$ cat src/hw/rtl/sps_pkg.sv
// ----------------------------------------------------------------------------
// sps_pkg
// Shared constants, widths and controller/datapath command and status types
// for the segmented prime sieve counter.
// ----------------------------------------------------------------------------
package sps_pkg;

  // Store depths
  localparam int BASE_MAX = 65536;
  localparam int SEG_MAX  = 65536;

  // Field widths
  localparam int LOW_W = 30;
  localparam int BB_W  = 16;
  localparam int CNT_W = 18;

  localparam logic [BB_W-1:0] BASE_RESET = 16'd17320;

  // Derived widths
  localparam int BASE_AW = $clog2(BASE_MAX);
  localparam int SEG_AW  = $clog2(SEG_MAX);
  localparam int LEN_W   = SEG_AW + 1;
  localparam int K_W     = (BASE_AW > SEG_AW) ? BASE_AW : SEG_AW;
  localparam int M_W     = BB_W + 1;
  localparam int J_W     = $clog2(SEG_MAX + BASE_MAX);
  localparam int STEP_W  = $clog2(LOW_W);

  typedef struct packed {
    logic start;
    logic check;
    logic fill;
    logic prime_rd;
    logic rem_start;
    logic bmark;
    logic smark;
    logic c_inc;
    logic count;
    logic load_out;
  } sps_cmd_t;

  typedef struct packed {
    logic err;
    logic sweep_last;
    logic is_prime;
    logic rem_done;
    logic bmark_more;
    logic smark_more;
    logic c_last;
    logic out_free;
  } sps_status_t;

endpackage

$ cat src/hw/rtl/sps_ctrl.sv
// ----------------------------------------------------------------------------
// sps_ctrl
// Job sequencer: range check, store fill, per-prime marking, count sweep.
// ----------------------------------------------------------------------------
module sps_ctrl import sps_pkg::*; (
  input  logic        clk_i,
  input  logic        rst_ni,
  input  logic        in_valid_i,
  output logic        in_ready_o,
  input  sps_status_t st_i,
  output sps_cmd_t    cmd_o
);

  localparam logic [3:0] S_IDLE  = 4'd0;
  localparam logic [3:0] S_CHECK = 4'd1;
  localparam logic [3:0] S_FILL  = 4'd2;
  localparam logic [3:0] S_PRD   = 4'd3;
  localparam logic [3:0] S_PCHK  = 4'd4;
  localparam logic [3:0] S_REM   = 4'd5;
  localparam logic [3:0] S_BMARK = 4'd6;
  localparam logic [3:0] S_SMARK = 4'd7;
  localparam logic [3:0] S_NEXT  = 4'd8;
  localparam logic [3:0] S_COUNT = 4'd9;
  localparam logic [3:0] S_DRAIN = 4'd10;
  localparam logic [3:0] S_DONE  = 4'd11;

  logic [3:0] state_q, state_d;

  always_comb begin
    state_d = state_q;
    cmd_o   = '0;
    unique case (state_q)
      S_IDLE: begin
        if (in_valid_i) begin
          cmd_o.start = 1'b1;
          state_d     = S_CHECK;
        end
      end
      S_CHECK: begin
        cmd_o.check = 1'b1;
        state_d     = st_i.err ? S_DONE : S_FILL;
      end
      S_FILL: begin
        cmd_o.fill = 1'b1;
        if (st_i.sweep_last) state_d = S_PRD;
      end
      S_PRD: begin
        cmd_o.prime_rd = 1'b1;
        state_d        = S_PCHK;
      end
      S_PCHK: begin
        if (st_i.is_prime) begin
          cmd_o.rem_start = 1'b1;
          state_d         = S_REM;
        end else begin
          state_d = S_NEXT;
        end
      end
      S_REM: begin
        if (st_i.rem_done) state_d = S_BMARK;
      end
      S_BMARK: begin
        cmd_o.bmark = 1'b1;
        if (!st_i.bmark_more) state_d = S_SMARK;
      end
      S_SMARK: begin
        cmd_o.smark = 1'b1;
        if (!st_i.smark_more) state_d = S_NEXT;
      end
      S_NEXT: begin
        if (st_i.c_last) begin
          state_d = S_COUNT;
        end else begin
          cmd_o.c_inc = 1'b1;
          state_d     = S_PRD;
        end
      end
      S_COUNT: begin
        cmd_o.count = 1'b1;
        if (st_i.sweep_last) state_d = S_DRAIN;
      end
      S_DRAIN: begin
        state_d = S_DONE;
      end
      S_DONE: begin
        if (st_i.out_free) begin
          cmd_o.load_out = 1'b1;
          state_d        = S_IDLE;
        end
      end
      default: begin
        state_d = S_IDLE;
      end
    endcase
  end

  always_ff @(posedge clk_i or negedge rst_ni) begin
    if (!rst_ni) begin
      state_q <= S_IDLE;
    end else begin
      state_q <= state_d;
    end
  end

  assign in_ready_o = (state_q == S_IDLE);

endmodule

$ cat config.mk
export PLATFORM = sky130hd
export DESIGN_NAME = sps_ctrl
export DESIGN_NICKNAME = d
export VERILOG_FILES = /design/src/hw/rtl/sps_pkg.sv /design/src/hw/rtl/sps_ctrl.sv
export SDC_FILE = /design/constraint.sdc
export NUM_CORES = 1
export LEC_CHECK = 0
export ABC_AREA = 1
export BUFFER_PORTS_ARGS = -buffer_cell sky130_fd_sc_hd__buf_4
export CORE_AREA = 2 2 39 41
export CTS_CLUSTER_DIAMETER = 60
export DETAILED_ROUTE_END_ITERATION = 16
export DIE_AREA = 0 0 41 43
export GPL_ROUTABILITY_DRIVEN = 0
export PLACE_DENSITY = 0.66
export SLEW_MARGIN = 40
export SYNTH_ARGS = -nofsm -noshare
export SYNTH_HDL_FRONTEND = slang
export SYNTH_SLANG_ARGS = --single-unit
$ cat constraint.sdc
create_clock -name clk_i -period 1.3 [get_ports clk_i]
set_input_delay 0.065 -clock clk_i [delete_from_list [all_inputs] [get_ports clk_i]]
set_output_delay 0.065 -clock clk_i [all_outputs]
set_load 0.005 [all_outputs]
Word level (Yosys, flattened, before mapping). Index checks and enable logic that the tools add are counted. Widths: inputs -> output; s select.

$add $sub $neg: 0. Multiply operators: 0. Divide/modulo/power cells: 0. Magnitude comparators: 0. Equality and inequality tests: 18. Shift operators: 0. Muxes and demuxes: 25. Bitwise logic cells: 0. Reduce and logical (&&, ||, !) cells: 2.

Operators with widths (count): $pmux 4 s12 (1); $mux 4 (10); $eq 4x3->1 const B (4); $eq 4x4->1 const B (4); $mux 1 (14); $ne 2x2->1 const B (7); $eq 4x2->1 const B (2); $reduce_and 7->1 (1); $eq 4x1->1 const B (1); $logic_not 4->1 (1).

Flip-flop bits (word level): 4. Latch bits: 0. RAM bits: 0. Memory bits (read-only): 0. Input bits: 11. Output and inout bits: 11. Word-level logic and storage cells: 46. Memories: 0.

Logic depth before layout (Yosys ltp).
Word-level depth: 3. Mapped depth: 9. Depth with buffers taken out: 9.

Worst setup path after synthesis. Ideal clock, no wire load.

Path kind: register to register. Start point: register state_q[2]. End point: register state_q[3]. Setup time: 0.116 ns. Arrival time: 1.062 ns. Required time: 1.184 ns. Slack: 0.122 ns. Stages on the path, launching flop included: 9. Path buffers: 0. Clock period less this slack: 1.178 ns. Cell sequence: dfrtp_1 -> nor2_1 -> nand2_1 -> nor2_2 -> nor2_1 -> nand2_1 -> nor2_1 -> nand2_1 -> nand2_1.

Word-level cells in the longest chain between the ends: 3. Elaborated cells between the ends (all ways): 21. Classes of those cells: eq/ne: 18; mux: 1; reduce/logical: 2.

Ends and longest elaborated chain: start, declared (RTL line sps_ctrl.sv:27) `logic [3:0] state_q, state_d;`; start signal, assigned (RTL line sps_ctrl.sv:101) `state_q <= state_d;`; $eq 4x2->1, or another cell as far along (RTL line sps_ctrl.sv:32) `unique case (state_q)`; $ne 2x2->1 (no line); $reduce_and 7->1 (no line).

Parallel ways exist; a longest one is shown, timed or not. A chain may end at the register's enable or synchronous reset.

==> results.sh <==
export IMPL_pwr_share_comb_pct=74.6
export IMPL_regMostFlops="state_q"
export IMPL_path_buf_inv=4
export IMPL_synthToLayoutAreaGrowth_pct=80.0
export IMPL_synthAdderAreaFrac_pct=0
export IMPL_rsz0062_at_grt="yes"
export IMPL_ys_seq_area_share_pct=19.7
export IMPL_numCtsBuffers=3
export IMPL_cap_violations=0
export IMPL_cts_htree_levels=1
export IMPL_skew_ns=0.00310
export IMPL_crit_arrival_ns=1.27
export IMPL_critPathKind="reg -> out"
export IMPL_period_minus_slack_ns=1.34
export IMPL_ir_worst_vdd_mv=1.24
export IMPL_power_frac_seq_pct=17.5
export IMPL_use_met2_pct=32.8
export IMPL_port_buffers=21
export IMPL_overflow=0
export IMPL_syn_area_per_cell_um2=5.29
export IMPL_synth_common_cells="nand2_1, inv_1, nand3_1, nor2_1, nand2_2"
export IMPL_routed_via_count=705
export IMPL_clock_path_buffers=2
export IMPL_endpoint_kind="primary output"
export IMPL_cts_sinks=4
export IMPL_via_per_inst=4.90
export IMPL_clkTransAtPathRegs_ns=0.04
export IMPL_slew_headroom_pct=85.8
export IMPL_violations="setup timing"
export IMPL_ys_seq_elements=4
export IMPL_drive_gt1_share_pct=61.7
export IMPL_start_util_pct=36.7
export IMPL_critPathTopFamily="flip-flops"
export IMPL_worstMarginPinSlew_ns=0.213
export IMPL_grt_pass1_vias=583
export IMPL_core_area_um2=1380
export IMPL_route_detailed_drc=0
export IMPL_setup_slack_ns=-0.0356
export IMPL_synthFlopType="dfrtp_1"
export IMPL_synthesis_area_um2=508
export IMPL_worstSetupStartpointType="register"
export IMPL_dieArea_um2=1760
export IMPL_busiest_layer="met2"
export IMPL_power_mw=1.89
export IMPL_cts_tree="done"
export IMPL_p_int_uw=935
export IMPL_synthSimpleGateAreaFrac_pct=63.3
export IMPL_synth_top_area_cell="nand2_1"
export IMPL_die_h_um=43
export IMPL_fmax_mhz=749
export IMPL_finalHoldViolations=0
export IMPL_max_stage_delay_ns=0.44
export IMPL_synth_edf_count=0
export IMPL_pre_cts_ws_ns=-0.0712
export IMPL_yosys_area_top_type_share_pct=22.2
export IMPL_yosysWarnings=0
export IMPL_status="finished, violations left"
export IMPL_synth_nets=107
export IMPL_synthArstFlopShare_pct=100
export IMPL_clkPwrFrac_pct=8.0
export IMPL_setup_viol=5
export IMPL_drt_initial_drc_count=25
export IMPL_final_net_count=141
export IMPL_clock_latency_ns=0.23
export IMPL_synth_xor_area_share_pct=0
export IMPL_hold_path_class="in -> async"
export IMPL_synth_area_leaders="nand2_1, dfrtp_1, inv_1, nand3_1, nor2_1"
export IMPL_worstPathMaxFanout=4
export IMPL_drtAntennaViolNets=0
export IMPL_clockRootBuffer="clkbuf_4"
export IMPL_drt_pass1_iter_count=4
export IMPL_switching_share_pct=50.5
export IMPL_synth_top_family_by_area="simple AND/OR/NAND/NOR gates"
export IMPL_yosys_mux_area_fraction_pct=0
export IMPL_p_leak_nw=0.522
export IMPL_use_met3_pct=0
export IMPL_p_sw_uw=955
export IMPL_gr_usage_met1_pct=25.5
export IMPL_period_share_pct=103
export IMPL_grt_util_all_layers_pct=19.4
export IMPL_final_util_pct=66.1
export IMPL_n_fill_cell=121
export IMPL_grt_max_degree=8
export IMPL_slowest_stage="dfrtp_2"
export IMPL_largest_reg_flops=4
export IMPL_synthMostInstantiatedCell="nand2_1"
export IMPL_rows=14
export IMPL_die_x_um=41
export IMPL_largest_registers="state_q (4)"
export IMPL_crit_required_ns=1.24
export IMPL_grt_pass1_wl_mm=2.37
export IMPL_ys_types=12
export IMPL_critical_path_cell_chain="inv_4 -> nand2_4 -> buf_12 -> nor2_4 -> nand2_2 -> inv_2 -> buf_6"
export IMPL_synth_compound_area_share_pct=2.96
export IMPL_wl_mm=1.62
export IMPL_n_antenna_cell=0
export IMPL_ioPinCount=22
export IMPL_hold_ws_ns=0.180
export IMPL_antenna_found_initial=0
export IMPL_wl_per_cell_um=11.2
export IMPL_synthCells=96
export IMPL_p_per_area_nw_per_um2=2070
export IMPL_hpwl_mm=1.16
export IMPL_drv_slew=0
## cell type report
cell class                      instances  area, µm²  area share (%)
Multi-Input combinational cell         73        438            47.9
Timing Repair Buffer                   29        255            27.9
Sequential cell                         4        105            11.5
Inverter                               19       73.8            8.07
Clock buffer                            3       22.5            2.46
Tap cell                               16       20.0            2.19
## kinds of logic after synthesis
kind of cell / count (synthesis)
AND/OR/NAND/NOR: 70
buffers and inverters: 19
AO/OA/AOI/OAI: 3
flip-flops: 4
## what timing repair did
item / CTS / global route
pin swaps: 5 / 10
hold buffers: 1 / 0
endpoints found under the hold margin: 4 / 0
gates resized for setup: 16 / 33
endpoints found under the setup margin: 10 / 13
setup buffers: 3 / 2
cloned: 0 / 0
## layout by cell type (no fill, tap or decap), drive strengths merged
cell type,n
o21ai,2
dfrtp,4
nor2,19
dlygate4sd3,1
inv,19
buf,28
nand2,36
a21oi,1
nand3,14
clkbuf,3
nor3,1
## per-stage QoR
| step | cell area (µm²) | instances | TNS, ns |
|---|---|---|---|
| after global routing | 915 | 144 | -0.613 |
| after CTS | 798 | 142 | -0.00720 |
| final | 915 | 144 | -0.118 |
| after floorplan | 508 | 96 | 0 |
| after global placement | 701 | 135 | -0.202 |
| after detailed placement | 701 | 135 | -0.236 |
## final timing paths
kind / cells after the start / startpoint / endpoint / slack, ns
setup / recovery: 7 / state_q[3] / cmd_o[5] / -0.04
hold / removal: 2 / rst_ni / state_q[1] / 0.18
setup reg to reg: 9 / state_q[3] / state_q[2] / -0.03
hold reg to reg: 2 / state_q[3] / state_q[3] / 0.59
max in group asynchronous: 2 / rst_ni / state_q[3] / 1.01
min in group clk_i: 5 / st_i[7] / state_q[0] / 0.22
## layer usage
layer,vias up,wire length (µm)
li1,355,-
met4,0,0
met1,328,629
met2,22,906
met3,0,79
met5,-,0
## worst reg2reg max path: stages, from the launching register on
cell and delay (ns):
dfrtp_2 0.44, inv_4 0.10, nand2_4 0.08, nor2_2 0.19, nand2_2 0.10, nand2_2 0.09
nor2_4 0.05, nand2_2 0.08, nand2_1 0.05, nand2_1 0.07
## power groups by stage
stage | Clock, mW | Sequential, mW | Combinational [mW]
final | 0.150 | 0.330 | 1.41
after global routing | 0.162 | 0.340 | 1.55
after CTS | 0.159 | 0.308 | 1.13
after detailed placement | 0 | 0.263 | 1.00
after global placement | 0 | 0.265 | 0.996
after floorplan | 0 | 0.246 | 0.663
No activity file was read; power rests on OpenSTA's default activity.
